--- src/rtl/bocp_pkg.sv ---
// ---------------------------------------------------------------------------
// bocp_pkg
// Types and constants of the bit offset copy engine.
// ---------------------------------------------------------------------------
`default_nettype none

package bocp_pkg;

   typedef enum logic [1:0] {
      ACT_WR_SRC = 2'd0,
      ACT_WR_DST = 2'd1,
      ACT_RD_DST = 2'd2,
      ACT_COPY   = 2'd3
   } action_type;

   typedef enum logic [1:0] {
      ST_IDLE,
      ST_RD_WAIT,
      ST_CP_PRIME,
      ST_CP_RUN
   } state_type;

   localparam logic STAT_DONE      = 1'b0;
   localparam logic STAT_RANGE_ERR = 1'b1;

   localparam logic [7:0] BYTE_ONES = 8'hff;

   // control bits of one byte store port pair
   typedef struct packed {
      logic wr_en;
      logic rd_en;
   } mem_ctl_type;

endpackage

`default_nettype wire

--- src/rtl/bocp_byte_ram.sv ---
// ---------------------------------------------------------------------------
// bocp_byte_ram
// Byte-wide store, one write and one registered read port.
// ---------------------------------------------------------------------------
`default_nettype none

module bocp_byte_ram import bocp_pkg::*; #(
   parameter int DEPTH = 256,
   parameter int AW    = $clog2(DEPTH)
) (
   input  wire logic          clock,
   input  wire mem_ctl_type   ctl,
   input  wire logic [AW-1:0] waddr,
   input  wire logic [7:0]    wdata,
   input  wire logic [AW-1:0] raddr,
   output logic [7:0]         rdata
);

   logic [7:0] store_ff [DEPTH];
   logic [7:0] rdata_ff;

   always_ff @(posedge clock) begin
      if (ctl.wr_en) begin
         store_ff[waddr] <= wdata;
      end
      if (ctl.rd_en) begin
         rdata_ff <= store_ff[raddr];
      end
   end

   assign rdata = rdata_ff;

endmodule

`default_nettype wire

--- config.mk ---
export PLATFORM = sky130hd
export DESIGN_NAME = bocp_byte_ram
export DESIGN_NICKNAME = d
export VERILOG_FILES = /design/src/rtl/bocp_pkg.sv /design/src/rtl/bocp_byte_ram.sv
export SDC_FILE = /design/constraint.sdc
export NUM_CORES = 2
export LEC_CHECK = 0
export ABC_AREA = 1
export BUFFER_PORTS_ARGS = -buffer_cell sky130_fd_sc_hd__buf_2
export CORE_AREA = 2 2 492 494
export DETAILED_ROUTE_END_ITERATION = 6
export DIE_AREA = 0 0 494 496
export PLACE_DENSITY = 0.47
export SLEW_MARGIN = 20
export SYNTH_ARGS = -nofsm -noshare
export SYNTH_HDL_FRONTEND = slang
export SYNTH_SLANG_ARGS = --single-unit
--- constraint.sdc ---
create_clock -name clock -period 5.2 [get_ports clock]
set_input_delay 0.78 -clock clock [delete_from_list [all_inputs] [get_ports clock]]
set_output_delay 0.78 -clock clock [all_outputs]
set_load 0.05 [all_outputs]
* Word level (Yosys, flattened, before mapping)
Memories as Yosys holds them, arrays and structs flattened. A register that Yosys moved wholly into a read port is not among the register bits.
Index checks and enable logic that the tools add are counted.
** Word-level totals
- Bits in registers :: 0
- Bits in latches :: 0
- Memory bits (writable) :: 2048
- Bits in read-only memories :: 0
- Output and inout port bits :: 8
- Logic and storage cells :: 3
- Memories :: 1
** Memory list
- store_ff :: depth 256, width 8, rd ports 1, clocked after memory_dff 1, wr ports 1, RTL line bocp_byte_ram.sv:19 : logic [7:0] store_ff [DEPTH];
** Operators by class
- Add/sub/neg operators :: 0
- Multiply operators :: 0
- Div/mod/pow operators :: 0
- Order comparisons :: 0
- Equal/unequal tests :: 0
- Shifts and indexed selects :: 0
- Mux-type cells :: 2
- Bitwise operators :: 0
- Reductions and logical operators :: 0
** Operator list (number)
- 1-bit two-way mux :: 2

* Logic depth before layout (Yosys ltp)
- Word-level depth :: 2
- Mapped depth :: 15

* Worst setup path after synthesis
No wires, ideal clock.
- Kind :: input port to flip-flop
- Start point :: in ctl[1] (netlist bit)
- End point :: mem store_ff[162][0], enable pin
- Arrival time :: 1.901 ns
- Path slack :: 2.929 ns
- Stages :: 4
- Buffers on the path :: 2
- Cell sequence :: clkbuf_1 nand3_1 clkbuf_1 nor2_1
** On the way
- Longest elaborated chain between the ends :: 2
** RTL lines
- from (decl) :: RTL line bocp_byte_ram.sv:12 : input wire mem_ctl_type ctl,
- 1-bit two-way mux :: RTL line bocp_byte_ram.sv:23 : if (ctl.wr_en) begin
- 1-bit two-way mux (implied by the code) :: RTL line bocp_byte_ram.sv:24 : store_ff[waddr] <= wdata;
- to (decl) :: RTL line bocp_byte_ram.sv:19
Every way passes these cells.

==> out/results.txt <==
Area of the multi-input gates: 19180 µm²
Initial Utilization: 0.3484
Hold-critical path depth: 1
Initial antenna violation count: 13
Crit share post-route: 0.6389
Worst Path Class, Setup: input port to flop
Avg WL per Cell: 25.37 µm
All-Layer GR Usage: 0.2093
Largest family of logic cells by synthesized area: simple AND/OR/NAND/NOR gates
# rows: 180
Worst VDD drop: 0.3157 mV
F_max: 0.3010 GHz
DR vias/cell: 5.284
Postcts setup bufs: 0
HPWL Detailed: 146.7 mm
Min Tclk post-route: 3.322 ns
Clock Tree Buf Depth: 3
Via count: 54230
Register Area: 61740 µm²
Nets: 6917
Util after Layout: 0.3907
Layout cell share with drive strength beyond 1: 0.06531
Unrepaired setup endpoints after global routing: false
Min-Delay Endpoint: store_ff[185][7]
Worst r2r path cells: 10
Fill count: 23000
Register area share after synthesis: 0.7396
Worst reg2reg endpoint: rdata[2]
Die height: 496 µm
Worst slew pin tran: 1.259 ns
Multiplexer share of the synthesized area: 0
Worst Min Path Start: wdata[7]
RR Startpoint: store_ff[237][2]
Vias in the first global route: 52260
Final Hold Vio Count: 0
I/O pins: 35
Worst Path Required: 5.82 ns
Final setup fails: 0
Cells after Synth: 7003
Total power: 35.61 mW
Chip width: 494 µm
Reg2reg setup slack: 2.80 ns
Placed Area: 86780 µm²
Leakage: 31.85 nW
DRC viols: 0
Synth Area in Adders: 0
Gate power share: 0.062
CTS Buf Count: 218
Sequential Power Share: 0.514
Worst Hold Class: input port to flop
Most common cell after layout, fill and taps aside: nand2_1
Startpoint types: input port
Fraction of the mapped netlist area in compound gates: 0
Most frequent cells in the layout: nand2_1 (2110), edfxtp_1 (2056), nand3_1 (2019), nor2_1 (282), clkbuf_16 (219)
Worst-path fanout max: 106
Final WL: 260.4 mm
#FFs+latches synth: 2056
Synth-to-layout area growth: 12.15%
First-pass DRT Iterations: 6
Skew final: 0.04816 ns
Worst-Skew Late Latency: 0.87 ns
CTS hold repair buffers: 0
Slew Viols, Final: 0
Post-Syn Nets: 7030
Worst setup EP type: flop
Largest net degree at the start of global routing: 162
Int Power: 27.21 mW
GP Congestion: 0.8202
Xor/xnor share of the synthesized area: 0
Final instance area: 93620 µm²
Slew margin rel.: 0.1578
Clock slew at reported path FFs: 0.06 ns
Syn. warnings: 0
CP arrival: 3.95 ns
Drt first-iter violations: 5677
Mean Syn Cell Area: 11.92 µm²
Clock power share: 0.424
Final setup TNS: 0 ns
Sw frac: 0.2359
Synth cell types: 13
Mapped Area: 83480 µm²
Sw power: 8.400 mW
Max Cap Violations: 0
Number of routed nets with antenna violations: 0
Status: finished clean
H-tree levels: 4
Die area: 245000 µm²
Root buffer cell: clkbuf_16
Post-synthesis simple-gate area fraction: 0.2292
First-pass GRT wire length: 378.1 mm
Core area: 239600 µm²
Number of I/O port buffers: 34
Clock Sinks: 2056
CTS tree: done
PwrDens: 380.3 nW/µm²
Grt total ovfl: 0
Cts repair resizes: 0
-- through the flow --
step / hold slack [ns] / instances / setup slack (ns)
after floorplan: 0.8789 / 7003 / 2.929
after global placement: 1.031 / 9855 / 1.058
after detailed placement: 1.064 / 9855 / 1.053
after CTS: 0.3620 / 10260 / 2.010
after global routing: 0.3893 / 10260 / 1.850
final: 0.4066 / 10260 / 1.878
-- synthesized netlist by cell type --
master       n  area [µm²]
clkbuf_1   112       420.4
buf_6       16       180.2
buf_2      268        1341
nand2_1   2123        7969
inv_4        1       6.260
nor2_1     283        1062
inv_1       36       135.1
buf_1       40       150.1
inv_2        2       7.510
edfxtp_1  2056       61740
buf_8        1       15.01
buf_4       46       345.3
nand3_1   2019       10100
-- worst max path at each step --
stage                        start               end  slack, ns  cells past startpoint
after global routing      raddr[0]          rdata[5]       1.85                     14
after CTS                 raddr[1]          rdata[6]       2.01                     12
after global placement    raddr[0]          rdata[5]       1.06                     14
final                     raddr[1]          rdata[6]       1.88                     12
after floorplan             ctl[1]  store_ff[162][0]       2.93                      4
after detailed placement  raddr[1]          rdata[6]       1.05                     12
-- logic make-up after synthesis --
logic type | Yosys count
AND/OR/NAND/NOR | 4425
buffers and inverters | 522
flip-flops | 2056
-- power by group through the flow --
stage / Combinational (mW) / Sequential (mW) / Clock [mW]
after floorplan: 1.13 / 18.7 / 0
after global placement: 2.22 / 18.6 / 0
after detailed placement: 2.22 / 18.6 / 0
after CTS: 2.22 / 18.3 / 15.4
after global routing: 2.38 / 18.3 / 16.0
final: 2.20 / 18.3 / 15.1
-- flip-flops by register name (all words and copies together), names as in the netlist --
register,count
store_ff,2048
rdata,8
-- final cells by class --
| cell class | count | share of cell area |
|---|---|---|
| Clock inverter | 130 | 0.01222 |
| Multi-Input combinational cell | 4425 | 0.2048 |
| Sequential cell | 2056 | 0.6595 |
| Antenna cell | 4 | 0.0001069 |
| Timing Repair Buffer | 150 | 0.01814 |
| Tap cell | 3185 | 0.04257 |
| Inverter | 39 | 0.001951 |
| Clock buffer | 274 | 0.06074 |
-- metal layers --
| metal | global-route usage | up-vias | part of all wire |
|---|---|---|---|
| met3 | 0.02996 | 352 | 0.059 |
| met1 | 0.2929 | 27440 | 0.44 |
| met4 | 0.06252 | 0 | 0.027 |
| met2 | 0.3383 | 1760 | 0.47 |
| met5 | 0 | - | 0 |
| li1 | - | 24680 | - |
-- worst max-delay path, stage by stage --
cell and delay, ns:
buf_8 0.19, inv_8 0.59, buf_12 0.49, nand3_1 0.15
nand3_1 0.12, nand3_1 0.15, nand3_1 0.19, nand3_1 0.18
nand3_1 0.39, nand2_1 0.16, nand2_1 0.09, nand2_1 0.07
Power figures use the tool's default switching activity.
