==> src/rtl/bocp_pkg.sv <==
// ---------------------------------------------------------------------------
// bocp_pkg
// Types and constants of the bit offset copy engine.
// ---------------------------------------------------------------------------
`default_nettype none

package bocp_pkg;

   typedef enum logic [1:0] {
      ACT_WR_SRC = 2'd0,
      ACT_WR_DST = 2'd1,
      ACT_RD_DST = 2'd2,
      ACT_COPY   = 2'd3
   } action_type;

   typedef enum logic [1:0] {
      ST_IDLE,
      ST_RD_WAIT,
      ST_CP_PRIME,
      ST_CP_RUN
   } state_type;

   localparam logic STAT_DONE      = 1'b0;
   localparam logic STAT_RANGE_ERR = 1'b1;

   localparam logic [7:0] BYTE_ONES = 8'hff;

   // control bits of one byte store port pair
   typedef struct packed {
      logic wr_en;
      logic rd_en;
   } mem_ctl_type;

endpackage

`default_nettype wire

==> src/rtl/bocp_req_if.sv <==
// ---------------------------------------------------------------------------
// bocp_req_if
// Request channel: valid/ready handshake with the request fields.
// ---------------------------------------------------------------------------
`default_nettype none

interface bocp_req_if import bocp_pkg::*; ();

   logic        valid;
   logic        ready;
   action_type  action;
   logic [7:0]  byte_addr;
   logic [7:0]  byte_data;
   logic [10:0] dst_bit;
   logic [10:0] src_bit;
   logic [11:0] copy_bits;

   modport source (
      output valid, action, byte_addr, byte_data, dst_bit, src_bit, copy_bits,
      input  ready
   );

   modport sink (
      input  valid, action, byte_addr, byte_data, dst_bit, src_bit, copy_bits,
      output ready
   );

endinterface

`default_nettype wire

==> src/rtl/bocp_rsp_if.sv <==
// ---------------------------------------------------------------------------
// bocp_rsp_if
// Response channel: valid/ready handshake with read data and status.
// ---------------------------------------------------------------------------
`default_nettype none

interface bocp_rsp_if ();

   logic       valid;
   logic       ready;
   logic [7:0] read_data;
   logic       status;

   modport source (
      output valid, read_data, status,
      input  ready
   );

   modport sink (
      input  valid, read_data, status,
      output ready
   );

endinterface

`default_nettype wire

==> src/rtl/bocp_seq.sv <==
// ---------------------------------------------------------------------------
// bocp_seq
// Request decode, copy walker and response register.
// ---------------------------------------------------------------------------
`default_nettype none

module bocp_seq import bocp_pkg::*; #(
   parameter int STORE_BYTES = 256,
   parameter int AW          = $clog2(STORE_BYTES)
) (
   input  wire logic          clock,
   input  wire logic          reset,
   bocp_req_if.sink           req_chan,
   bocp_rsp_if.source         rsp_chan,
   output mem_ctl_type        src_ctl,
   output logic [AW-1:0]      src_waddr,
   output logic [7:0]         src_wdata,
   output logic [AW-1:0]      src_raddr,
   input  wire logic [7:0]    src_rdata,
   output mem_ctl_type        dst_ctl,
   output logic [AW-1:0]      dst_waddr,
   output logic [7:0]         dst_wdata,
   output logic [AW-1:0]      dst_raddr,
   input  wire logic [7:0]    dst_rdata
);

   localparam int TOTAL_BITS = STORE_BYTES * 8;

   state_type   state_ff, state_in;
   logic        rsp_valid_ff, rsp_valid_in;
   logic [7:0]  rsp_data_ff;
   logic        rsp_status_ff;

   logic [AW-1:0] src_idx_ff;
   logic [AW-1:0] dst_idx_ff;
   logic [9:0]    left_ff;
   logic [2:0]    off_ff;
   logic [7:0]    head_ff;
   logic [7:0]    tail_ff;
   logic          first_ff;
   logic [7:0]    win_ff;

   // request decode
   logic          req_fire;
   logic          addr_ok;
   logic          range_ok;
   logic          copy_go;
   logic          rd_go;
   logic          req_err;
   logic [12:0]   src_end;
   logic [12:0]   dst_end;
   logic [12:0]   dst_last;
   logic [12:0]   src_lead;
   logic [AW-1:0] b0;
   logic [AW-1:0] k0;
   logic [9:0]    nbytes;
   logic [7:0]    head_mask;
   logic [7:0]    tail_mask;

   // copy datapath
   logic          last_byte;
   logic [7:0]    mask;
   logic [15:0]   shifted;
   logic [7:0]    merged;

   logic          rsp_load;
   logic [7:0]    rsp_data_in;
   logic          rsp_status_in;

   assign req_fire = req_chan.valid && req_chan.ready;
   assign addr_ok  = 32'(req_chan.byte_addr) < 32'(STORE_BYTES);
   assign src_end  = 13'(req_chan.src_bit) + 13'(req_chan.copy_bits);
   assign dst_end  = 13'(req_chan.dst_bit) + 13'(req_chan.copy_bits);
   assign dst_last = dst_end - 13'd1;
   assign range_ok = (32'(src_end) <= 32'(TOTAL_BITS)) &&
                     (32'(dst_end) <= 32'(TOTAL_BITS));

   assign copy_go = (req_chan.action == ACT_COPY) && range_ok &&
                    (req_chan.copy_bits != 12'd0);
   assign rd_go   = (req_chan.action == ACT_RD_DST) && addr_ok;
   assign req_err = (req_chan.action == ACT_COPY) ? !range_ok : !addr_ok;

   // source bit that lines up with the MSB of the first destination byte;
   // may lie before bit zero, those bits are masked off
   assign src_lead  = 13'(req_chan.src_bit) - 13'(req_chan.dst_bit[2:0]);
   assign b0        = AW'($signed(src_lead) >>> 3);
   assign k0        = AW'(req_chan.dst_bit[10:3]);
   assign nbytes    = 10'(dst_last[12:3]) - 10'(req_chan.dst_bit[10:3]) + 10'd1;
   assign head_mask = BYTE_ONES >> req_chan.dst_bit[2:0];
   assign tail_mask = BYTE_ONES << (3'd7 - dst_last[2:0]);

   // merge of one destination byte
   assign last_byte = (left_ff == 10'd1);
   assign mask      = (first_ff ? head_ff : BYTE_ONES) & (last_byte ? tail_ff : BYTE_ONES);
   assign shifted   = {win_ff, src_rdata} << off_ff;
   assign merged    = (dst_rdata & ~mask) | (shifted[15:8] & mask);

   // next state
   always_comb begin
      state_in = state_ff;
      case (state_ff)
         ST_IDLE: begin
            if (req_fire && rd_go) begin
               state_in = ST_RD_WAIT;
            end else if (req_fire && copy_go) begin
               state_in = ST_CP_PRIME;
            end
         end
         ST_RD_WAIT:  state_in = ST_IDLE;
         ST_CP_PRIME: state_in = ST_CP_RUN;
         ST_CP_RUN: begin
            if (last_byte) begin
               state_in = ST_IDLE;
            end
         end
         default:     state_in = ST_IDLE;
      endcase
   end

   // outputs
   always_comb begin
      req_chan.ready = 1'b0;
      src_ctl        = '0;
      dst_ctl        = '0;
      src_waddr      = AW'(req_chan.byte_addr);
      src_wdata      = req_chan.byte_data;
      src_raddr      = b0;
      dst_waddr      = AW'(req_chan.byte_addr);
      dst_wdata      = req_chan.byte_data;
      dst_raddr      = AW'(req_chan.byte_addr);
      rsp_load       = 1'b0;
      rsp_data_in    = 8'd0;
      rsp_status_in  = STAT_DONE;
      case (state_ff)
         ST_IDLE: begin
            req_chan.ready = !rsp_valid_ff || rsp_chan.ready;
            if (req_fire) begin
               src_ctl.wr_en = (req_chan.action == ACT_WR_SRC) && addr_ok;
               dst_ctl.wr_en = (req_chan.action == ACT_WR_DST) && addr_ok;
               src_ctl.rd_en = copy_go;
               dst_ctl.rd_en = rd_go;
               rsp_load      = !rd_go && !copy_go;
               rsp_status_in = req_err ? STAT_RANGE_ERR : STAT_DONE;
            end
         end
         ST_RD_WAIT: begin
            rsp_load    = 1'b1;
            rsp_data_in = dst_rdata;
         end
         ST_CP_PRIME: begin
            src_raddr     = src_idx_ff;
            dst_raddr     = dst_idx_ff;
            src_ctl.rd_en = 1'b1;
            dst_ctl.rd_en = 1'b1;
         end
         ST_CP_RUN: begin
            dst_ctl.wr_en = 1'b1;
            dst_waddr     = dst_idx_ff;
            dst_wdata     = merged;
            src_raddr     = src_idx_ff + AW'(1);
            dst_raddr     = dst_idx_ff + AW'(1);
            src_ctl.rd_en = !last_byte;
            dst_ctl.rd_en = !last_byte;
            rsp_load      = last_byte;
         end
         default: begin
            rsp_load = 1'b0;
         end
      endcase
   end

   always_comb begin
      rsp_valid_in = rsp_valid_ff;
      if (rsp_load) begin
         rsp_valid_in = 1'b1;
      end else if (rsp_chan.ready) begin
         rsp_valid_in = 1'b0;
      end
   end

   always_ff @(posedge clock) begin
      if (reset) begin
         state_ff     <= ST_IDLE;
         rsp_valid_ff <= 1'b0;
      end else begin
         state_ff     <= state_in;
         rsp_valid_ff <= rsp_valid_in;
      end
   end

   always_ff @(posedge clock) begin
      if (rsp_load) begin
         rsp_data_ff   <= rsp_data_in;
         rsp_status_ff <= rsp_status_in;
      end
      case (state_ff)
         ST_IDLE: begin
            if (req_fire && copy_go) begin
               src_idx_ff <= b0 + AW'(1);
               dst_idx_ff <= k0;
               left_ff    <= nbytes;
               off_ff     <= src_lead[2:0];
               head_ff    <= head_mask;
               tail_ff    <= tail_mask;
               first_ff   <= 1'b1;
            end
         end
         ST_CP_PRIME: begin
            win_ff <= src_rdata;
         end
         ST_CP_RUN: begin
            win_ff     <= src_rdata;
            src_idx_ff <= src_idx_ff + AW'(1);
            dst_idx_ff <= dst_idx_ff + AW'(1);
            left_ff    <= left_ff - 10'd1;
            first_ff   <= 1'b0;
         end
         default: begin
            win_ff <= win_ff;
         end
      endcase
   end

   assign rsp_chan.valid     = rsp_valid_ff;
   assign rsp_chan.read_data = rsp_data_ff;
   assign rsp_chan.status    = rsp_status_ff;

endmodule

`default_nettype wire

==> src/flat_wrapper.sv <==
// flat-port wrapper written by rule: the top's interface ports become plain ports
module bocp_seq_flat import bocp_pkg::*;
#(
   parameter int STORE_BYTES = 256,
   parameter int AW          = $clog2(STORE_BYTES)
)
  (clock, reset, src_ctl, src_waddr, src_wdata, src_raddr, src_rdata, dst_ctl, dst_waddr, dst_wdata, dst_raddr, dst_rdata, req_chan_valid, req_chan_action, req_chan_byte_addr, req_chan_byte_data, req_chan_dst_bit, req_chan_src_bit, req_chan_copy_bits, req_chan_ready, rsp_chan_valid, rsp_chan_read_data, rsp_chan_status, rsp_chan_ready);
  bocp_req_if req_chan_i ();
  bocp_rsp_if rsp_chan_i ();
  input  wire logic clock;
  input  wire logic reset;
  output mem_ctl_type src_ctl;
  output logic [AW-1:0] src_waddr;
  output logic [7:0] src_wdata;
  output logic [AW-1:0] src_raddr;
  input  wire logic [7:0] src_rdata;
  output mem_ctl_type dst_ctl;
  output logic [AW-1:0] dst_waddr;
  output logic [7:0] dst_wdata;
  output logic [AW-1:0] dst_raddr;
  input  wire logic [7:0] dst_rdata;
  input wire logic [$bits(req_chan_i.valid)-1:0] req_chan_valid;
  input wire logic [$bits(req_chan_i.action)-1:0] req_chan_action;
  input wire logic [$bits(req_chan_i.byte_addr)-1:0] req_chan_byte_addr;
  input wire logic [$bits(req_chan_i.byte_data)-1:0] req_chan_byte_data;
  input wire logic [$bits(req_chan_i.dst_bit)-1:0] req_chan_dst_bit;
  input wire logic [$bits(req_chan_i.src_bit)-1:0] req_chan_src_bit;
  input wire logic [$bits(req_chan_i.copy_bits)-1:0] req_chan_copy_bits;
  output wire logic [$bits(req_chan_i.ready)-1:0] req_chan_ready;
  output wire logic [$bits(rsp_chan_i.valid)-1:0] rsp_chan_valid;
  output wire logic [$bits(rsp_chan_i.read_data)-1:0] rsp_chan_read_data;
  output wire logic [$bits(rsp_chan_i.status)-1:0] rsp_chan_status;
  input wire logic [$bits(rsp_chan_i.ready)-1:0] rsp_chan_ready;
  assign req_chan_i.valid = req_chan_valid;
  assign req_chan_i.action = req_chan_action;
  assign req_chan_i.byte_addr = req_chan_byte_addr;
  assign req_chan_i.byte_data = req_chan_byte_data;
  assign req_chan_i.dst_bit = req_chan_dst_bit;
  assign req_chan_i.src_bit = req_chan_src_bit;
  assign req_chan_i.copy_bits = req_chan_copy_bits;
  assign req_chan_ready = req_chan_i.ready;
  assign rsp_chan_valid = rsp_chan_i.valid;
  assign rsp_chan_read_data = rsp_chan_i.read_data;
  assign rsp_chan_status = rsp_chan_i.status;
  assign rsp_chan_i.ready = rsp_chan_ready;
  bocp_seq #(.STORE_BYTES(STORE_BYTES), .AW(AW)) u_core (.clock(clock), .reset(reset), .req_chan(req_chan_i), .rsp_chan(rsp_chan_i), .src_ctl(src_ctl), .src_waddr(src_waddr), .src_wdata(src_wdata), .src_raddr(src_raddr), .src_rdata(src_rdata), .dst_ctl(dst_ctl), .dst_waddr(dst_waddr), .dst_wdata(dst_wdata), .dst_raddr(dst_raddr), .dst_rdata(dst_rdata));
endmodule
==> config.mk <==
export PLATFORM = sky130hd
export DESIGN_NAME = bocp_seq_flat
export DESIGN_NICKNAME = d
export VERILOG_FILES = /design/src/rtl/bocp_pkg.sv /design/src/rtl/bocp_req_if.sv /design/src/rtl/bocp_rsp_if.sv /design/src/rtl/bocp_seq.sv /design/src/flat_wrapper.sv
export SDC_FILE = /design/constraint.sdc
export NUM_CORES = 1
export LEC_CHECK = 0
export ABC_CLOCK_PERIOD_IN_PS = 5200
export BUFFER_PORTS_ARGS = -buffer_cell sky130_fd_sc_hd__clkbuf_2
export CAP_MARGIN = 20
export CORE_ASPECT_RATIO = 1.25
export CORE_MARGIN = 2
export CORE_UTILIZATION = 51
export CTS_CLUSTER_DIAMETER = 150
export CTS_CLUSTER_SIZE = 24
export DETAILED_ROUTE_END_ITERATION = 10
export PLACE_DENSITY = 0.79
export SLEW_MARGIN = 20
export SYNTH_ARGS = -nofsm -noshare
export SYNTH_HDL_FRONTEND = slang
export SYNTH_SLANG_ARGS = --single-unit
==> constraint.sdc <==
create_clock -name clock -period 5.2 [get_ports clock]
set_input_delay 1.3 -clock clock [delete_from_list [all_inputs] [get_ports clock]]
set_output_delay 1.3 -clock clock [all_outputs]
set_load 0.1 [all_outputs]
# [Word level (Yosys, flattened, before mapping)]
# Cells that the tools add are included.
[classes] div_mod_pow=0 n_eq_ne=10 shifts=3 magnitude_cmp=2 n_reduce_logical=23 n_bitwise=5 n_mul=0 add_sub_neg=11 n_mux=31
[ops] cell="case mux 8 bit (2 select lines)" count=4
[ops] cell="two-way mux 8 bit" count=6
[ops] cell="adder 11 x 12 -> 13 bit" count=2
[ops] cell="<= comparator 13 x 12 -> 1 bit (second input constant)" count=2
[ops] cell="adder 8 x 1 -> 8 bit (second input constant)" count=3
[ops] cell="AND 8 bit" count=3
[ops] cell="case mux 10 bit (2 select lines)" count=1
[ops] cell="<< shifter 16 x 3 -> 16 bit" count=1
[ops] cell="subtractor 13 x 1 -> 13 bit (second input constant)" count=1
[ops] cell="nonzero test 12 bit" count=1
[ops] cell="subtractor 11 x 3 -> 11 bit" count=1
[ops] cell="adder 10 x 1 -> 10 bit (second input constant)" count=1
[ops] cell="== test 10 x 1 -> 1 bit (second input constant)" count=1
[ops] cell="two-way mux 10 bit" count=1
[ops] cell="two-way mux 2 bit" count=5
[ops] cell="subtractor 10 x 1 -> 10 bit (second input constant)" count=1
[ops] cell="subtractor 10 x 8 -> 10 bit" count=1
[ops] cell="case mux 1 bit (3 select lines)" count=3
[ops] cell="== test 2 bit (second input constant)" count=4
[ops] cell="two-way mux 1 bit" count=8
[ops] cell="NOT 8 bit" count=1
[ops] cell="OR 8 bit" count=1
[ops] cell="case mux 2 bit (4 select lines)" count=1
[ops] cell="AND reduction 2 bit" count=4
[ops] cell="other kinds (13)" count=28
[word_totals] memories=0 elab_cells=97 output_inout_bits=63 in_bits=72 latch_bits=0 mem_bits_rw=0 mem_bits_ro=0 register_bits=66

# [Depth between registers and ports, before layout]
# Gate-level depths: netlist of run 1.
[depth] ltp_word=10 depth_mapped=24 depth_no_buf=23

# [Least setup slack after synthesis of run 1]
# Ideal clock, no wire load.
[synth_timing] path_type="input-to-output" start="input req_chan_copy_bits[0]" end="output src_ctl[0] (netlist bit)" path_stages=11 required_time_ns=3.900 path_slack_ns=-1.412 arrival_ns=5.312 n_path_buf=0 cell_sequence="ha_1 -> fa_1 -> a21o_1 -> a221oi_4 -> xnor2_1 -> or4_4 -> nor3b_4 -> a41oi_2 -> nor3_1 -> nand3_1 -> a21oi_1"
[synth_rtl] item="from (decl)" line="flat_wrapper.sv:28" rtl="input wire logic [$bits(req_chan_i.copy_bits)-1:0] req_chan_copy_bits;"
[synth_rtl] item="to (decl)" line="flat_wrapper.sv:12" rtl="output mem_ctl_type src_ctl;"

==> results of run 1 <==
[cell families after synthesis]
kind of cell / share of synthesized area (%)
AND/OR/NAND/NOR: 17.9
AO/OA/AOI/OAI: 17.7
adder cells (fa/ha/maj): 12.2
multiplexers: 6.65
buffers and inverters: 6.21
XOR/XNOR: 8.89
flip-flops: 30.5
[repair_timing]
| item | 4_1_cts | 5_1_grt |
|---|---|---|
| gates resized for setup | 10 | 9 |
| setup buffers | 1 | 3 |
| pin swaps | 3 | 8 |
| setup endpoints to repair | 2 | 3 |
[power by group]
group          total [W]  leakage, nW  switching [W]  internal [W]
Combinational    0.00208         2.97        0.00150      0.000585
Clock           0.000660        0.161       0.000235      0.000425
Sequential      0.000705        0.582      0.0000308      0.000674
Total            0.00345         3.71        0.00176       0.00168
[cells in the final DEF (no fill, tap or decap), drive strengths merged, types with 4 or more instances in the layout]
cell,netlist,final
mux2i,21,21
o22ai,8,8
nand2b,9,9
and2,11,11
a21oi,34,34
a22oi,6,6
a21o,13,13
nand2,78,78
o211ai,4,4
xnor2,33,33
clkinv,1,4
clkbuf,22,135
nor2b,7,7
nor4,8,8
nand3,20,20
o221ai,4,4
buf,18,110
mux2,14,14
nor2,55,55
ha,54,54
edfxtp,61,61
a221o,6,6
and3,6,6
o21ai,53,53
fa,4,4
nor3,17,17
o21bai,6,6
inv,43,45
a211oi,5,5
xor2,30,30
[stage by stage]
step | utilization, % | instance area, um2 | worst slack (ns) | total power (W)
2_1_floorplan | - | 6230 | -0.558 | 0.00227
3_3_place_gp | 64.2 | 7700 | -0.546 | 0.00273
3_5_place_dp | 64.2 | 7700 | -0.625 | 0.00276
4_1_cts | 67.5 | 8100 | -0.325 | 0.00343
5_1_grt | 68.0 | 8150 | -0.443 | 0.00360
6_report | 68.0 | 8150 | -0.378 | 0.00345
[flip-flops by register name, indices dropped and copies added (netlist names)]
register	count
u_core.tail_ff	7
u_core.rsp_chan.status	1
u_core.left_ff	10
u_core.first_ff	1
u_core.state_ff	2
u_core.off_ff	3
u_core.head_ff	7
u_core.src_idx_ff	8
u_core.win_ff	8
u_core.dst_idx_ff	8
u_core.rsp_chan.valid	1
u_core.rsp_chan.read_data	8
[worst min path at each step]
stage | to | slack (ns) | cells past startpoint | startpoint
6_report | u_core.rsp_chan.valid | 0.53 | 2 | u_core.rsp_chan.valid
3_3_place_gp | u_core.rsp_chan.valid | 0.51 | 2 | u_core.rsp_chan.valid
5_1_grt | u_core.rsp_chan.valid | 0.58 | 2 | u_core.rsp_chan.valid
2_1_floorplan | u_core.state_ff[0] | 0.51 | 2 | u_core.state_ff[0]
3_5_place_dp | u_core.rsp_chan.valid | 0.52 | 2 | u_core.rsp_chan.valid
4_1_cts | u_core.rsp_chan.valid | 0.53 | 2 | u_core.rsp_chan.valid
[cell type report]
class | instances | area [um2]
clock inverter | 7 | 104
sequential | 64 | 1890
inverter | 44 | 165
fill | 920 | 3840
tap | 164 | 205
timing repair buffer | 236 | 1530
multi-input combinational | 550 | 4030
clock buffer | 9 | 225
[worst min-delay path, delay by kind of cell (launching register included)]
| kind | cells | cell delay [ns] |
|---|---|---|
| compound gates | 1 | 0.08 |
| simple gates | 1 | 0.10 |
| flops | 1 | 0.31 |
[per-layer routing]
metal  part of all wire, %  global-route usage (%)
met3                   8.0                    4.98
met4                   2.3                    8.55
met5                     0                       0
met1                    39                    31.9
met2                    51                    47.7
==> run metrics, run 1 <==
H-tree depth=3; Yosys warning count=0; largest net degree at the start of global routing=38; Clock Skew=0.00508 ns; Synth top cells by count=nand2_1, edfxtp_1, nor2_1, ha_1, o21ai_0; row cnt=45; Seq/Total Area, Yosys=30.5%; PortBufs=134; share of the synthesized area in the top cell type=29.5%; grt total ovfl=0; syn_area_per_cell=8.89 um2; drt drc=0; die area=between 10000 and 15000 um2; critical path required time=3.90 ns; core box area=12000 um2; Leak=3.71 nW; instance count on the critical path=14; CP bufs+invs=3; R2R setup slack=2.40 ns; slowest CP cell=or4_4; layout cell share with drive strength beyond 1=32.3%; GRT Util Overall=26.7%; mapped cell area=between 6000 and 7000 um2; Die Ht=127 um; vias in the first global route=5782; critical path arrival=4.28 ns; CP startpoint kind=input port; DR WL/cell=16.2 um; failing checks=negative setup slack; number of flops mapped to enable cells by yosys=61; clock latency on the worst-skew pair=0.34 ns; peak fanout along the critical path=3; vias post-DR=between 6k and 7k; Non-Filler Instances=about 1.1k; Antenna diodes=0; count of pins over their slew limit=0; CTS tree=yes; FF-to-FF End=u_core.rsp_chan.read_data[3]; Pwr Density=423 nW/um2; reg2reg start=u_core.left_ff[4]; Placed Cells=1054; worst hold slack=0.531 ns; Max clock buf depth=2; max-cap violations=0; actual slew at the worst max-slew pin=0.813 ns; FF+latch count, synth=between 60 and 70; Syn Nets=828; nets=1035; post-route setup TNS=-0.378 ns; fin crit share=107%; Reg clk slew, reported paths=about 0.060 ns; relative slew slack=45.8%; R2R cell count=6; WS Path Type=in2out; outcome=finished, violations left; Peak Freq=0.179 GHz; Synth area leaders=edfxtp_1, ha_1, nand2_1; most area-hungry cell type in the Yosys netlist=edfxtp_1; num ports=135; cell count after synthesis=698; effective utilization at floorplan=51.7%; clk sink count=64; crit path time final=5.58 ns; Cell variety after synth=64; commonest register cell after synthesis=edfxtp_1; Final setup violation count=1; CTS Hold Bufs=0; crit-path cells=buf_8, ha_4, fa_2, a21o_1, a221oi_4, xnor2_2, or4_4, nor3b_4, a41oi_2, nor3_2, buf_4, nand3_4, a21oi_4, buf_12; Synth async-reset ratio=0%; drt total wl=~17000 um; post-route ant nets=0; placed wire-length estimate=13700 um; CP Launch Point=req_chan_copy_bits[0]; Setup crit end kind=output pin; TritonRoute pass-1 iters=5; CP top delay family=simple AND/OR/NAND/NOR gates; DRC violation total after the first TritonRoute iteration=~350; Final Hold Viols=0; HP Class=reg2reg; setup ws final=-0.378 ns; routability cong.=around 0.95; crit path to=src_ctl[0]; largest stage delay on the critical path=0.45 ns; global-route wire length before repair=27300 um; Area Growth Syn to Fin=31.3%; CTS Buf Count=9; Via density=5.67; most frequent cell after synthesis=nand2_1; chip width=approximately 100 um; Peak VDD IR=0.000369 V; root buffer cell=clkbuf_16; unrepaired setup endpoints after global routing=true; antenna violations before repair=0
Note: power is estimated with default switching activity, not from simulation.
==> inputs of run 2 (changes only) <==
--- a/config.mk
+++ b/config.mk
@@ -10,11 +10,10 @@
 export CAP_MARGIN = 20
 export CORE_ASPECT_RATIO = 1.25
 export CORE_MARGIN = 2
-export CORE_UTILIZATION = 51
+export CORE_UTILIZATION = 30
 export CTS_CLUSTER_DIAMETER = 150
 export CTS_CLUSTER_SIZE = 24
 export DETAILED_ROUTE_END_ITERATION = 10
-export PLACE_DENSITY = 0.79
 export SLEW_MARGIN = 20
 export SYNTH_ARGS = -nofsm -noshare
 export SYNTH_HDL_FRONTEND = slang
==> run 2 against run 1 <==
Net effect:
- the flow still finishes with violations (negative setup slack)
- combinational power hardly changed
- critical path depth stayed put
- die area is 67% higher
- via count is 4.3% lower
- total power is 1.5% higher
- largest power group unchanged
- highest routed layer unchanged
==> run metrics, run 2 (same netlist as run 1, synthesis figures left out) <==
critical path arrival=4.36 ns; Die Ht=165 um; proportion of power drawn by the clock network=19.8%; core box area=20200 um2; H-tree depth=3; chip width=133 um; Placed Cells=1169; CP top delay family=simple AND/OR/NAND/NOR gates; CTS tree=yes; routability cong.=0.888; clk sink count=64; Total Power=0.00350 W; largest stage delay on the critical path=0.44 ns; met1 wire length=8650 um; Non-Filler Instances=between 1k and 1.5k; CP Launch Point=req_chan_dst_bit[0]; Peak Freq=0.177 GHz; DRC violation total after the first TritonRoute iteration=300; R2R setup slack=~2.4 ns; Clock Skew=just over 0.006 ns; Pwr Density=around 420 nW/um2; Setup WS pre-CTS=-0.725 ns; TritonRoute pass-1 iters=6; effective utilization at floorplan=30.7%; R2R cell count=6; Final Hold Viols=0; cell-internal power=approximately 0.0017 W; fin crit share=109%; crit path time final=5.66 ns; WS Path Type=in2out; clock latency on the worst-skew pair=0.33 ns; met3 WL post-DR=925 um; Via density=4.90; CP startpoint kind=input port; global-route wire length before repair=29000 um; Area Growth Syn to Fin=35.1%; Max clock buf depth=2; unrepaired setup endpoints after global routing=true; commonest non-fill, non-tap cells in the layout=clkbuf_2, buf_4, nand2_1, edfxtp_1, nor2_1; most common cell after layout, fill and taps aside=clkbuf_2; Comb pwr share=60.0%; Setup crit end kind=output pin; slowest CP cell=or4_4; crit-path cells=clkbuf_16, ha_4, fa_2, a21o_4, a221oi_4, xnor2_1, or4_4, nor3b_4, a41oi_2, nor3_2, buf_4, nand3_4, a21oi_4, buf_12; nets=1045; actual slew at the worst max-slew pin=0.822 ns; Final Instance Area=8390 um2; sw power=0.00176 W; CTS Buf Count=9; grt total ovfl=0; Placed Area=around 8000 um2; die area=21900 um2; num ports=between 100 and 150; drt drc=0; PortBufs=134; Sw Ratio=50.2%; Peak VDD IR=between 0.0004 and 0.0005 V; layout cell share with drive strength beyond 1=33.0%; top sig layer=met4; relative slew slack=45.2%; post-route setup TNS=-0.465 ns; row cnt=58; failing checks=negative setup slack; crit path to=src_ctl[0]; count of pins over their slew limit=0; FF-to-FF End=u_core.rsp_chan.read_data[4]; root buffer cell=clkbuf_16; Reg clk slew, reported paths=around 0.050 ns; max FFs per register=10; GRT Util Overall=roughly 17%; instance count on the critical path=14; largest net degree at the start of global routing=38; vias in the first global route=5640; CP bufs+invs=3; Antenna diodes=0; Leak=3.75 nW; antenna violations before repair=0; post-route ant nets=0; reg2reg start=u_core.left_ff[4]; max-cap violations=0; Final setup violation count=1; setup ws final=-0.465 ns; peak fanout along the critical path=4; sequential share of power=20.1%; met2 wire length=8200 um; placed wire-length estimate=15000 um; HP Class=reg2reg; vias post-DR=5831; DR WL/cell=about 15 um; Largest Register=u_core.left_ff; outcome=finished, violations left; drt total wl=18100 um; Fillers=2006; critical path required time=between 3 and 4 ns
==> run 2: cell count changes in the layout (fill, tap and decap cells not counted), sizes merged <==
cell      change
clkbuf        +2
buf           +8
bufinv        +1
inv           -1
clkinvlp      +1
clkinv        -1
==> run 2: tightest hold or removal path: cells and delay by family (launching register included) <==
| kind | cells | cell delay, ns |
|---|---|---|
| compound gates | 1 | 0.08 |
| flops | 1 | 0.31 |
| simple gates | 1 | 0.11 |
==> run 2: what timing repair did <==
action                     4_1_cts  5_1_grt
setup endpoints to repair        1        4
pin swaps                        5        8
setup buffers                    4        1
gates resized for setup         11       13
hold buffers                     0        0
==> run 2: layer usage <==
| metal | global-route usage [%] | vias up |
|---|---|---|
| met2 | 27.0 | 184 |
| met3 | 2.49 | 21 |
| met5 | 0 | - |
| met4 | 4.79 | 0 |
| met1 | 23.4 | 2662 |
| li1 | - | 2964 |
==> run 2: power groups by stage <==
| stage | registers (W) | clock network, W | logic [W] |
|---|---|---|---|
| 6_report | 0.000704 | 0.000695 | 0.00210 |
| 5_1_grt | 0.000710 | 0.000727 | 0.00224 |
| 4_1_cts | 0.000704 | 0.000708 | 0.00209 |
| 3_5_place_dp | 0.000714 | 0 | 0.00207 |
| 3_3_place_gp | 0.000712 | 0 | 0.00206 |
| 2_1_floorplan | 0.000890 | 0 | 0.00138 |
==> run 2: cell type report <==
cell class,instances,area [um2],share of cell area (%)
sequential,64,1890,22.6
tap,270,338,4.03
clock buffer,9,225,2.69
multi-input combinational,550,4030,48.0
timing repair buffer,246,1620,19.3
clock inverter,7,119,1.42
inverter,44,165,1.97
==> run 2: stage by stage <==
| stage | utilization [%] | hold WS, ns |
|---|---|---|
| global route | 41.4 | 0.566 |
| CTS | 41.2 | 0.529 |
| global placement | 39.0 | 0.516 |
| floorplan | - | 0.505 |
| finish | 41.4 | 0.533 |
| detailed placement | 39.0 | 0.520 |
==> run 2: worst min path at each step <==
stage | slack, ns | from | endpoint | depth (start not counted)
3_5_place_dp | 0.52 | u_core.rsp_chan.valid | u_core.rsp_chan.valid | 2
4_1_cts | 0.53 | u_core.rsp_chan.valid | u_core.rsp_chan.valid | 2
3_3_place_gp | 0.52 | u_core.rsp_chan.valid | u_core.rsp_chan.valid | 2
5_1_grt | 0.57 | u_core.rsp_chan.valid | u_core.rsp_chan.valid | 2
2_1_floorplan | 0.51 | u_core.state_ff[0] | u_core.state_ff[0] | 2
6_report | 0.53 | u_core.rsp_chan.valid | u_core.rsp_chan.valid | 2
